[src/rtl/plgr_pkg.sv]
// Package for the peak limiter with gain ramp: gain constants, the register
// reset value, controller state type and controller/datapath command and status structs.
// No dependencies.
`default_nettype none

package plgr_pkg;

  // Gains are unsigned Q1.15, unity is 1 << 15
  localparam int          GAIN_W     = 16;
  localparam logic [15:0] UNITY_GAIN = 16'h8000;
  localparam logic [15:0] HALF_LSB   = 16'h4000;

  // Quotient bits produced by the shared divider
  localparam int          QUOT_W     = 16;

  // ramp_steps register
  localparam int          RS_W       = 5;
  localparam logic [4:0]  RS_RESET   = 5'd4;

  typedef enum logic [3:0] {
    ST_IDLE,
    ST_SCALE,
    ST_CHECK,
    ST_DIV1,
    ST_DIV2,
    ST_RAMP,
    ST_EMIT,
    ST_FLUSH,
    ST_LAST
  } plgr_state_t;

  typedef struct packed {
    logic load_in;
    logic scale;
    logic check;
    logic div1_go;
    logic div2_go;
    logic ramp_init;
    logic ramp_step;
    logic shift_in;
    logic out_hold;
    logic out_x;
    logic out_tap;
    logic flush_init;
    logic flush_step;
    logic clear;
  } plgr_cmd_t;

  typedef struct packed {
    logic peak;
    logic div_busy;
    logic cnt_top;
    logic cnt_zero;
    logic n_zero;
    logic fill_zero;
    logic fill_full;
    logic tap_live;
    logic last;
    logic out_free;
  } plgr_sts_t;

endpackage

`default_nettype wire

[src/rtl/plgr_div.sv]
// Restoring divider, one quotient bit per cycle, 16 quotient bits.
// Depends on plgr_pkg for the quotient width.
`default_nettype none

module plgr_div
  import plgr_pkg::*;
#(
  parameter int SAMPLE_BITS = 16
) (
  input  wire logic                    clk,
  input  wire logic                    rst_n,
  input  wire logic                    start,
  input  wire logic [SAMPLE_BITS+11:0] dividend,
  input  wire logic [SAMPLE_BITS-1:0]  divisor,
  output logic                         busy,
  output logic [QUOT_W-1:0]            quotient,
  output logic [SAMPLE_BITS-1:0]       remainder
);

  localparam int SB = SAMPLE_BITS;
  localparam int DW = SB + 12;
  localparam int TW = SB + QUOT_W - 1;
  localparam int BW = $clog2(QUOT_W);

  logic [DW-1:0]     rem_r, rem_nxt;
  logic [TW-1:0]     trial_r;
  logic [QUOT_W-1:0] quot_r, quot_nxt;
  logic [BW-1:0]     bit_r;
  logic              busy_r;
  logic [TW-1:0]     rem_ext;
  logic              fits;

  // trial subtract of the shifted divisor
  always_comb begin
    rem_ext  = TW'(rem_r);
    fits     = rem_ext >= trial_r;
    rem_nxt  = fits ? DW'(rem_ext - trial_r) : rem_r;
    quot_nxt = {quot_r[QUOT_W-2:0], fits};
  end

  // control: busy flag and bit counter
  always_ff @(posedge clk) begin
    if (!rst_n) begin
      busy_r <= 1'b0;
      bit_r  <= '0;
    end else if (start) begin
      busy_r <= 1'b1;
      bit_r  <= BW'(QUOT_W - 1);
    end else if (busy_r) begin
      bit_r <= bit_r - BW'(1);
      if (bit_r == '0) begin
        busy_r <= 1'b0;
      end
    end
  end

  // working registers
  always_ff @(posedge clk) begin
    if (start) begin
      rem_r   <= dividend;
      trial_r <= TW'(divisor) << (QUOT_W - 1);
      quot_r  <= '0;
    end else if (busy_r) begin
      rem_r   <= rem_nxt;
      trial_r <= trial_r >> 1;
      quot_r  <= quot_nxt;
    end
  end

  assign busy      = busy_r;
  assign quotient  = quot_r;
  assign remainder = SB'(rem_r);

endmodule

`default_nettype wire

[src/rtl/plgr_dp.sv]
// Datapath: held samples, pending gains, gain multipliers, ramp accumulator,
// output register and the ramp_steps register. Depends on plgr_pkg, plgr_div.
`default_nettype none

module plgr_dp
  import plgr_pkg::*;
#(
  parameter int MAX_STEPS   = 16,
  parameter int SAMPLE_BITS = 16
) (
  input  wire logic                          clk,
  input  wire logic                          rst_n,
  input  wire plgr_cmd_t                     cmd,
  output plgr_sts_t                          sts,
  input  wire logic signed [SAMPLE_BITS-1:0] in_sample_in,
  input  wire logic                          in_end_of_track,
  input  wire logic                          cfg_valid,
  input  wire logic [RS_W-1:0]               cfg_ramp_steps,
  output logic                               out_valid,
  input  wire logic                          out_ready,
  output logic signed [SAMPLE_BITS-1:0]      out_sample_out,
  output logic                               out_last_out
);

  localparam int SB  = SAMPLE_BITS;
  localparam int DW  = SB + 12;
  localparam int CW  = $clog2(MAX_STEPS + 1);
  localparam int NW  = (CW > RS_W) ? CW : RS_W;
  localparam int DVW = 7;
  localparam int RW  = DVW + 1;
  localparam logic [SB-1:0] FS_S   = SB'(1) << (SB - 4);
  localparam logic [SB-1:0] FS_NEG = ~FS_S + SB'(1);

  // |x| * g rounded half away from zero, sign kept
  function automatic logic [SB-1:0] scale_sample(input logic [SB-1:0] x,
                                                 input logic [GAIN_W-1:0] g);
    logic [SB-1:0]    m;
    logic [SB+15:0]   p;
    logic [SB-1:0]    r;
    m = x[SB-1] ? (~x + SB'(1)) : x;
    p = (SB+16)'(m) * (SB+16)'(g) + (SB+16)'(HALF_LSB);
    r = p[SB+14:15];
    return x[SB-1] ? (~r + SB'(1)) : r;
  endfunction

  // a * b rounded half up, Q1.15
  function automatic logic [GAIN_W-1:0] scale_gain(input logic [GAIN_W-1:0] a,
                                                   input logic [GAIN_W-1:0] b);
    logic [31:0] p;
    p = 32'(a) * 32'(b) + 32'(HALF_LSB);
    return p[30:15];
  endfunction

  logic [SB-1:0]     win_r  [MAX_STEPS];
  logic [GAIN_W-1:0] pend_r [MAX_STEPS];
  logic [CW-1:0]     fill_r;
  logic [CW-1:0]     cnt_r;
  logic [RS_W-1:0]   steps_r;
  logic [SB-1:0]     x_r;
  logic              last_r;
  logic              peak_r;
  logic [GAIN_W-1:0] g_r;
  logic [QUOT_W-1:0] qd_r, q_r;
  logic [DVW-1:0]    rd_r, r_r;
  logic [SB-1:0]     hold_r;
  logic              out_valid_r;
  logic [SB-1:0]     out_data_r;
  logic              out_last_r;

  logic [NW-1:0]     st_ext;
  logic [CW-1:0]     n_c;
  logic [DVW-1:0]    np1, div_c;
  logic [SB-1:0]     mag_w;
  logic              peak_w;
  logic              div_go;
  logic [DW-1:0]     dvd;
  logic [SB-1:0]     dvs;
  logic              div_busy;
  logic [QUOT_W-1:0] quot;
  logic [SB-1:0]     rem;
  logic [GAIN_W-1:0] gj;
  logic [SB-1:0]     win_tail;
  logic [GAIN_W-1:0] pend_tail;
  logic [RW-1:0]     sum0, sum1;
  logic              ge0, ge1;
  logic              out_load;

  // effective step count and ramp divisor 2*(n+1)
  always_comb begin
    st_ext = NW'(steps_r);
    n_c    = (st_ext > NW'(MAX_STEPS)) ? CW'(MAX_STEPS) : CW'(st_ext);
    np1    = DVW'(n_c) + DVW'(1);
    div_c  = DVW'({np1, 1'b0});
  end

  // peak detect on the scaled sample
  always_comb begin
    mag_w  = x_r[SB-1] ? (~x_r + SB'(1)) : x_r;
    peak_w = mag_w > FS_S;
  end

  // shared divider: 1/|x| first, then 2*(1-g) / 2*(n+1)
  always_comb begin
    div_go = cmd.div1_go | cmd.div2_go;
    dvd    = cmd.div1_go ? ((DW'(FS_S) << 15) + DW'(mag_w >> 1))
                         : DW'({UNITY_GAIN - quot, 1'b0});
    dvs    = cmd.div1_go ? mag_w : SB'(div_c);
  end

  plgr_div #(.SAMPLE_BITS(SB)) u_div (
    .clk       (clk),
    .rst_n     (rst_n),
    .start     (div_go),
    .dividend  (dvd),
    .divisor   (dvs),
    .busy      (div_busy),
    .quotient  (quot),
    .remainder (rem)
  );

  // ramp gain for the neighbor at the head, and the rotated-in values
  always_comb begin
    gj        = g_r + q_r;
    win_tail  = (peak_r && (cnt_r < fill_r)) ? scale_sample(win_r[0], gj) : win_r[0];
    pend_tail = (peak_r && (cnt_r < n_c)) ? scale_gain(pend_r[0], gj) : pend_r[0];
    sum0      = RW'(np1) + RW'(rem[DVW-1:0]);
    ge0       = sum0 >= RW'(div_c);
    sum1      = RW'(r_r) + RW'(rd_r);
    ge1       = sum1 >= RW'(div_c);
  end

  // window, pending gains, fill count and ramp_steps
  always_ff @(posedge clk) begin
    if (!rst_n || cfg_valid || cmd.clear) begin
      for (int k = 0; k < MAX_STEPS; k++) begin
        win_r[k]  <= '0;
        pend_r[k] <= UNITY_GAIN;
      end
      fill_r <= '0;
      if (!rst_n) begin
        steps_r <= RS_RESET;
      end else if (cfg_valid) begin
        steps_r <= cfg_ramp_steps;
      end
    end else if (cmd.scale) begin
      for (int k = 0; k < MAX_STEPS - 1; k++) begin
        pend_r[k] <= pend_r[k+1];
      end
      pend_r[MAX_STEPS-1] <= UNITY_GAIN;
    end else if (cmd.ramp_step) begin
      for (int k = 0; k < MAX_STEPS - 1; k++) begin
        win_r[k]  <= win_r[k+1];
        pend_r[k] <= pend_r[k+1];
      end
      win_r[MAX_STEPS-1]  <= win_tail;
      pend_r[MAX_STEPS-1] <= pend_tail;
    end else if (cmd.flush_step) begin
      for (int k = 1; k < MAX_STEPS; k++) begin
        win_r[k] <= win_r[k-1];
      end
      win_r[0] <= win_r[MAX_STEPS-1];
    end else if (cmd.shift_in) begin
      for (int k = 1; k < MAX_STEPS; k++) begin
        win_r[k] <= win_r[k-1];
      end
      win_r[0] <= x_r;
      if (fill_r < n_c) begin
        fill_r <= fill_r + CW'(1);
      end
    end
  end

  // current sample and its flags
  always_ff @(posedge clk) begin
    if (cmd.load_in) begin
      x_r    <= in_sample_in;
      last_r <= in_end_of_track;
    end else if (cmd.scale) begin
      x_r <= scale_sample(x_r, pend_r[0]);
    end else if (cmd.check) begin
      peak_r <= peak_w;
      if (peak_w) begin
        x_r <= x_r[SB-1] ? FS_NEG : FS_S;
      end
    end
  end

  // ramp accumulator: q + r/div tracks 2*(1-g)*j + n+1 over 2*(n+1)
  always_ff @(posedge clk) begin
    if (cmd.div2_go) begin
      g_r <= quot;
    end
    if (cmd.ramp_init) begin
      qd_r <= quot;
      rd_r <= rem[DVW-1:0];
      q_r  <= quot + QUOT_W'(ge0);
      r_r  <= ge0 ? DVW'(sum0 - RW'(div_c)) : DVW'(sum0);
    end else if (cmd.ramp_step) begin
      q_r <= q_r + qd_r + QUOT_W'(ge1);
      r_r <= ge1 ? DVW'(sum1 - RW'(div_c)) : DVW'(sum1);
    end
  end

  // pass counter and the delayed sample captured on the way
  always_ff @(posedge clk) begin
    if (!rst_n) begin
      cnt_r <= '0;
    end else if (cmd.ramp_init) begin
      cnt_r <= '0;
    end else if (cmd.ramp_step) begin
      cnt_r <= cnt_r + CW'(1);
    end else if (cmd.flush_init) begin
      cnt_r <= CW'(MAX_STEPS - 1);
    end else if (cmd.flush_step) begin
      cnt_r <= cnt_r - CW'(1);
    end
  end

  always_ff @(posedge clk) begin
    if (cmd.ramp_step && (cnt_r == CW'(n_c - CW'(1)))) begin
      hold_r <= win_tail;
    end
  end

  // output register
  assign out_load = cmd.out_hold | cmd.out_x | cmd.out_tap;

  always_ff @(posedge clk) begin
    if (!rst_n) begin
      out_valid_r <= 1'b0;
    end else if (out_load) begin
      out_valid_r <= 1'b1;
    end else if (out_ready) begin
      out_valid_r <= 1'b0;
    end
  end

  always_ff @(posedge clk) begin
    if (cmd.out_hold) begin
      out_data_r <= hold_r;
      out_last_r <= 1'b0;
    end else if (cmd.out_tap) begin
      out_data_r <= win_r[MAX_STEPS-1];
      out_last_r <= 1'b0;
    end else if (cmd.out_x) begin
      out_data_r <= x_r;
      out_last_r <= last_r;
    end
  end

  assign out_valid      = out_valid_r;
  assign out_sample_out = out_data_r;
  assign out_last_out   = out_last_r;

  // status to the controller
  always_comb begin
    sts.peak      = peak_w;
    sts.div_busy  = div_busy;
    sts.cnt_top   = cnt_r == CW'(MAX_STEPS - 1);
    sts.cnt_zero  = cnt_r == '0;
    sts.n_zero    = n_c == '0;
    sts.fill_zero = fill_r == '0;
    sts.fill_full = fill_r >= n_c;
    sts.tap_live  = cnt_r < fill_r;
    sts.last      = last_r;
    sts.out_free  = !out_valid_r || out_ready;
  end

  a_fill_bound: assert property (@(posedge clk) disable iff (!rst_n)
    fill_r <= n_c)
    else $error("fill count above step count");

  a_out_free: assert property (@(posedge clk) disable iff (!rst_n)
    out_load |-> (!out_valid_r || out_ready))
    else $error("output register overwritten");

  a_ramp_gain: assert property (@(posedge clk) disable iff (!rst_n)
    (cmd.ramp_step && peak_r && (cnt_r < n_c)) |-> (gj <= UNITY_GAIN))
    else $error("ramp gain above unity");

endmodule

`default_nettype wire

[src/rtl/plgr_ctrl.sv]
// Controller state machine: sequences scale, peak check, divisions, ramp pass,
// emit and flush. Depends on plgr_pkg.
`default_nettype none

module plgr_ctrl
  import plgr_pkg::*;
(
  input  wire logic      clk,
  input  wire logic      rst_n,
  input  wire logic      in_valid,
  output logic           in_ready,
  input  wire plgr_sts_t sts,
  output plgr_cmd_t      cmd
);

  plgr_state_t state_r, state_nxt;

  always_ff @(posedge clk) begin
    if (!rst_n) begin
      state_r <= ST_IDLE;
    end else begin
      state_r <= state_nxt;
    end
  end

  // next state and commands
  always_comb begin
    state_nxt = state_r;
    cmd       = '0;
    in_ready  = 1'b0;
    unique case (state_r)
      ST_IDLE: begin
        in_ready = 1'b1;
        if (in_valid) begin
          cmd.load_in = 1'b1;
          state_nxt   = ST_SCALE;
        end
      end
      ST_SCALE: begin
        cmd.scale = 1'b1;
        state_nxt = ST_CHECK;
      end
      ST_CHECK: begin
        cmd.check = 1'b1;
        if (sts.peak) begin
          cmd.div1_go = 1'b1;
          state_nxt   = ST_DIV1;
        end else begin
          cmd.ramp_init = 1'b1;
          state_nxt     = ST_RAMP;
        end
      end
      ST_DIV1: begin
        if (!sts.div_busy) begin
          cmd.div2_go = 1'b1;
          state_nxt   = ST_DIV2;
        end
      end
      ST_DIV2: begin
        if (!sts.div_busy) begin
          cmd.ramp_init = 1'b1;
          state_nxt     = ST_RAMP;
        end
      end
      ST_RAMP: begin
        cmd.ramp_step = 1'b1;
        if (sts.cnt_top) begin
          state_nxt = ST_EMIT;
        end
      end
      ST_EMIT: begin
        priority if (sts.n_zero || (sts.last && sts.fill_zero)) begin
          if (sts.out_free) begin
            cmd.out_x = 1'b1;
            cmd.clear = sts.last;
            state_nxt = ST_IDLE;
          end
        end else if (sts.last) begin
          cmd.flush_init = 1'b1;
          state_nxt      = ST_FLUSH;
        end else if (sts.fill_full) begin
          if (sts.out_free) begin
            cmd.out_hold = 1'b1;
            cmd.shift_in = 1'b1;
            state_nxt    = ST_IDLE;
          end
        end else begin
          cmd.shift_in = 1'b1;
          state_nxt    = ST_IDLE;
        end
      end
      ST_FLUSH: begin
        if (!sts.tap_live || sts.out_free) begin
          cmd.out_tap    = sts.tap_live;
          cmd.flush_step = 1'b1;
          if (sts.cnt_zero) begin
            state_nxt = ST_LAST;
          end
        end
      end
      ST_LAST: begin
        if (sts.out_free) begin
          cmd.out_x = 1'b1;
          cmd.clear = 1'b1;
          state_nxt = ST_IDLE;
        end
      end
      default: begin
        state_nxt = ST_IDLE;
      end
    endcase
  end

endmodule

`default_nettype wire

[src/rtl/peak_limiter_gain_ramp_core.sv]
// Peak limiter with linear gain ramp, signed Q3.(SAMPLE_BITS-4) samples,
// output delayed by ramp_steps samples, capped at MAX_STEPS; end_of_track flushes the
// held window. An item without a peak takes one rotation pass over the held window and
// pending gains through the shared gain multipliers; a peak adds two passes of the
// bit-serial divider. A flush adds a full rotation of the window plus output stalls. A
// new sample is taken only once the last one is done. A ramp_steps write is taken at any time and
// clears the window and pending gains in the same cycle.
// Depends on plgr_pkg, plgr_ctrl, plgr_dp.
`default_nettype none

module peak_limiter_gain_ramp_core
  import plgr_pkg::*;
#(
  parameter int MAX_STEPS   = 16,
  parameter int SAMPLE_BITS = 16
) (
  input  wire logic                          clk,
  input  wire logic                          rst_n,
  input  wire logic                          in_valid,
  output logic                               in_ready,
  input  wire logic signed [SAMPLE_BITS-1:0] in_sample_in,
  input  wire logic                          in_end_of_track,
  output logic                               out_valid,
  input  wire logic                          out_ready,
  output logic signed [SAMPLE_BITS-1:0]      out_sample_out,
  output logic                               out_last_out,
  input  wire logic                          cfg_valid,
  output logic                               cfg_ready,
  input  wire logic [RS_W-1:0]               cfg_ramp_steps
);

  plgr_cmd_t cmd;
  plgr_sts_t sts;
  logic      cfg_xfer;

  // register writes always land
  assign cfg_ready = 1'b1;
  assign cfg_xfer  = cfg_valid & cfg_ready;

  plgr_ctrl u_ctrl (
    .clk      (clk),
    .rst_n    (rst_n),
    .in_valid (in_valid),
    .in_ready (in_ready),
    .sts      (sts),
    .cmd      (cmd)
  );

  plgr_dp #(
    .MAX_STEPS   (MAX_STEPS),
    .SAMPLE_BITS (SAMPLE_BITS)
  ) u_dp (
    .clk             (clk),
    .rst_n           (rst_n),
    .cmd             (cmd),
    .sts             (sts),
    .in_sample_in    (in_sample_in),
    .in_end_of_track (in_end_of_track),
    .cfg_valid       (cfg_xfer),
    .cfg_ramp_steps  (cfg_ramp_steps),
    .out_valid       (out_valid),
    .out_ready       (out_ready),
    .out_sample_out  (out_sample_out),
    .out_last_out    (out_last_out)
  );

endmodule

`default_nettype wire

[config.mk]
export PLATFORM = sky130hd
export DESIGN_NAME = peak_limiter_gain_ramp_core
export DESIGN_NICKNAME = d
export VERILOG_FILES = /design/src/rtl/plgr_pkg.sv /design/src/rtl/plgr_div.sv /design/src/rtl/plgr_dp.sv /design/src/rtl/plgr_ctrl.sv /design/src/rtl/peak_limiter_gain_ramp_core.sv
export SDC_FILE = /design/constraint.sdc
export NUM_CORES = 2
export LEC_CHECK = 0
export BUFFER_PORTS_ARGS = -buffer_cell sky130_fd_sc_hd__buf_2
export CAP_MARGIN = 20
export CORE_ASPECT_RATIO = 0.9
export CORE_MARGIN = 5
export CORE_UTILIZATION = 59
export DETAILED_ROUTE_END_ITERATION = 8
export HOLD_SLACK_MARGIN = 0.02
export PLACE_DENSITY = 0.79
export RECOVER_POWER = 100
export SLEW_MARGIN = 30
export SYNTH_ARGS = -nofsm -noshare
export SYNTH_HDL_FRONTEND = slang
export SYNTH_SLANG_ARGS = --single-unit
[constraint.sdc]
create_clock -name clk -period 11.95 [get_ports clk]
set_input_delay 0.5975 -clock clk [delete_from_list [all_inputs] [get_ports clk]]
set_output_delay 0.5975 -clock clk [all_outputs]
set_load 0.1 [all_outputs]
==> flow_metrics.tcl <==
set metrics [dict create \
    gp_congestion 0.905 \
    grt_max_degree 102 \
    fin_area_um2 63500 \
    final.min_clock_period_ns 10.89 \
    grt_pass1_wl_um 224000 \
    syn_to_final_growth_pct 7.07 \
    timing.rr.end "u_dp.x_r[8]$_DFFE_PP_" \
    hold_path_depth 1 \
    status "finished with violations" \
    clk_pin_slew_ns 0.06 \
    rsz0062_at_grt "no" \
    clockRootBuffer "clkbuf_16" \
    worst_slack_ns 1.06 \
    syn_area_um2 59300 \
    synth_edf_count 673 \
    cts_setup_buffers 0 \
    irDropWorstVdd_uv 653 \
    slew_viol_final 1237 \
    fin_crit_sh 0.911 \
    gr-usage-all-layers 0.262 \
    cp-end-kind "flop" \
    setup_viol 0 \
    r2r_start "u_dp.x_r[0]$_DFFE_PP_" \
    antenna_found_initial 9 \
    p_per_area_nw_per_um2 295 \
    ys_async_sr_fraction 0 \
    critPathRequiredTime_ns 12.33 \
    ios 47 \
    initial_core_util 0.593 \
    rrSetupSlack_ns 1.06 \
    core_um2 99900 \
    dieWidth_um 344 \
    synth_seq_area_share 0.358 \
    finalPower_mw 18.7 \
    cts.sinks 725 \
    fin_tns_setup_ns 0 \
    fill_cells 7764 \
    worst_setup_path_start_kind "flop" \
    clk-insertion-delay-late_ns 0.67 \
    hp-start "in_end_of_track" \
    slew_headroom -1.69 \
    placed_area_um2 61200 \
    vias 41300 \
    wirelength_um 139000 \
    cts_buffer_depth 3 \
    p_leak_nw 27.8 \
    syn_inst 5696 \
    postCtsResizedCells 0 \
    wl_per_cell_um 19.8 \
    multi_input_area_um2 34100 \
    drive_gt1_frac 0.0482 \
    yosysUniqueCellTypes 78 \
    drtIter0Drc 3704 \
    synth_ff_type "edfxtp_1" \
    critPathArrivalTime_ns 11.26 \
    hold_viol 0 \
    synthTopCellsByArea "edfxtp_1 (34%), fa_1 (20%), ha_1 (9.1%)" \
    cpMaxStageDelayCell "clkbuf_1" \
    tightest_slew_ns 4.04 \
    cp_max_fo 20 \
    ant_nets 0 \
    synth_top_area_cell "edfxtp_1" \
    finClkSkew_ns 0.0414 \
    post-synth-top-count-cell "inv_1" \
    hold_buffers 0 \
    holdPathEnd "u_dp.last_r$_DFFE_PP_" \
    worst-setup-path-type "reg -> reg" \
    dr.pass1.iters 6 \
    max_stage_delay_ns 1.11 \
    crit_start "u_dp.x_r[0]$_DFFE_PP_" \
    portBuffers 45 \
    die_h_um 311 \
    synthTopCellsByCount "inv_1 (839), nand2_1 (747), edfxtp_1 (673)" \
    maxCapViolations 25 \
    hpwlAfterDp_um 97900 \
    die-area_um2 107000 \
    ys_warn_count 0 \
    synth_top_area_frac 0.341 \
    seq_area_um2 21300 \
    nets 6672 \
    rows 110 \
    ys_seq_elements 725 \
    route.detailed.drc 0 \
    final_cells 7032 \
    r2r_cells 32 \
    min_path_type "in -> reg" \
    numCtsBuffers 76 \
    tritoncts "yes" \
    viasPerCell 5.87 \
    violations "capacitance limit, slew limit" \
    pre_cts_slack_ns 1.11 \
    overflow 0 \
    htreeDepth 3 \
    syn_area_per_cell_um2 10.4 \
    timing.fmax_mhz 91.8 \
    dp_cells 6890 \
    grt_pass1_vias 41500 \
]
registers in the layout (all words and copies together), names as in the netlist, 28 cells and up:
register            flops
u_dp.win_r            256
u_dp.u_div.trial_r     31
u_dp.u_div.rem_r       28
u_dp.pend_r           256
per-layer routing:
layer | up-vias | routed length, um | global-route usage
met5 | - | 32 | 0
met4 | 6 | 5120 | 0.0911
met3 | 335 | 12500 | 0.0462
met2 | 1753 | 64600 | 0.413
met1 | 20600 | 57200 | 0.371
li1 | 18700 | - | -
power by group:
part	switching, mW	leakage (nW)	total, mW	internal (mW)
Sequential	0.181	7.60	3.25	3.07
Clock	1.04	1.20	2.38	1.34
Combinational	7.81	19.0	13.1	5.27
Total	9.03	27.8	18.7	9.67
placed cells by master (no fill, tap or decap), types with 76 or more instances in the layout:
cell type	instances
and2_1	331
clkbuf_16	76
a22o_1	196
edfxtp_1	673
nand2_1	746
ha_1	433
fa_1	587
nor2_1	189
o21ai_0	142
xnor2_1	128
and2_0	163
a21oi_1	190
inv_1	839
kinds of logic after synthesis:
| logic type | share of synthesized area |
|---|---|
| buffers and inverters | 0.0720 |
| and+or+nand+nor | 0.143 |
| AOI/OAI and AO/OA | 0.0929 |
| DFF | 0.358 |
| other | 0.000127 |
| adders and majority gates | 0.290 |
| xor gates and xnor gates | 0.0328 |
| muxes | 0.0115 |
critical path: cells and delay by family, from the launching register on:
| kind | cells | cell delay (ns) |
|---|---|---|
| fa+ha+maj | 8 | 3.36 |
| xor+xnor | 2 | 0.35 |
| mux | 1 | 0.19 |
| buf+inv | 8 | 2.57 |
| flops | 1 | 0.33 |
| simple gates | 5 | 1.17 |
| compound gates | 8 | 2.62 |
worst max-delay path by stage:
stage	cells after the start	end
floorplan	3	u_dp.pend_r[0][0]$_DFFE_PP_
global placement	38	u_dp.win_r[1][127]$_DFFE_PP_
detailed placement	38	u_dp.win_r[1][127]$_DFFE_PP_
CTS	38	u_dp.win_r[1][127]$_DFFE_PP_
global route	38	u_dp.win_r[1][127]$_DFFE_PP_
finish	32	u_dp.x_r[8]$_DFFE_PP_
through the flow:
stage	utilization	hold WS, ns
floorplan	-	0.424
global placement	0.612	0.475
detailed placement	0.612	0.485
CTS	0.637	0.0850
global route	0.635	0.107
finish	0.635	0.109
area by class of cell:
cell class / instances / share of cell area
tap: 1344 / 0.0265
multi-input combinational: 3838 / 0.536
sequential: 725 / 0.335
clock buffer: 93 / 0.0314
clock inverter: 44 / 0.00773
inverter: 840 / 0.0497
antenna: 4 / 0.000158
timing repair buffer: 144 / 0.0135
Power figures use the tool's default switching activity.
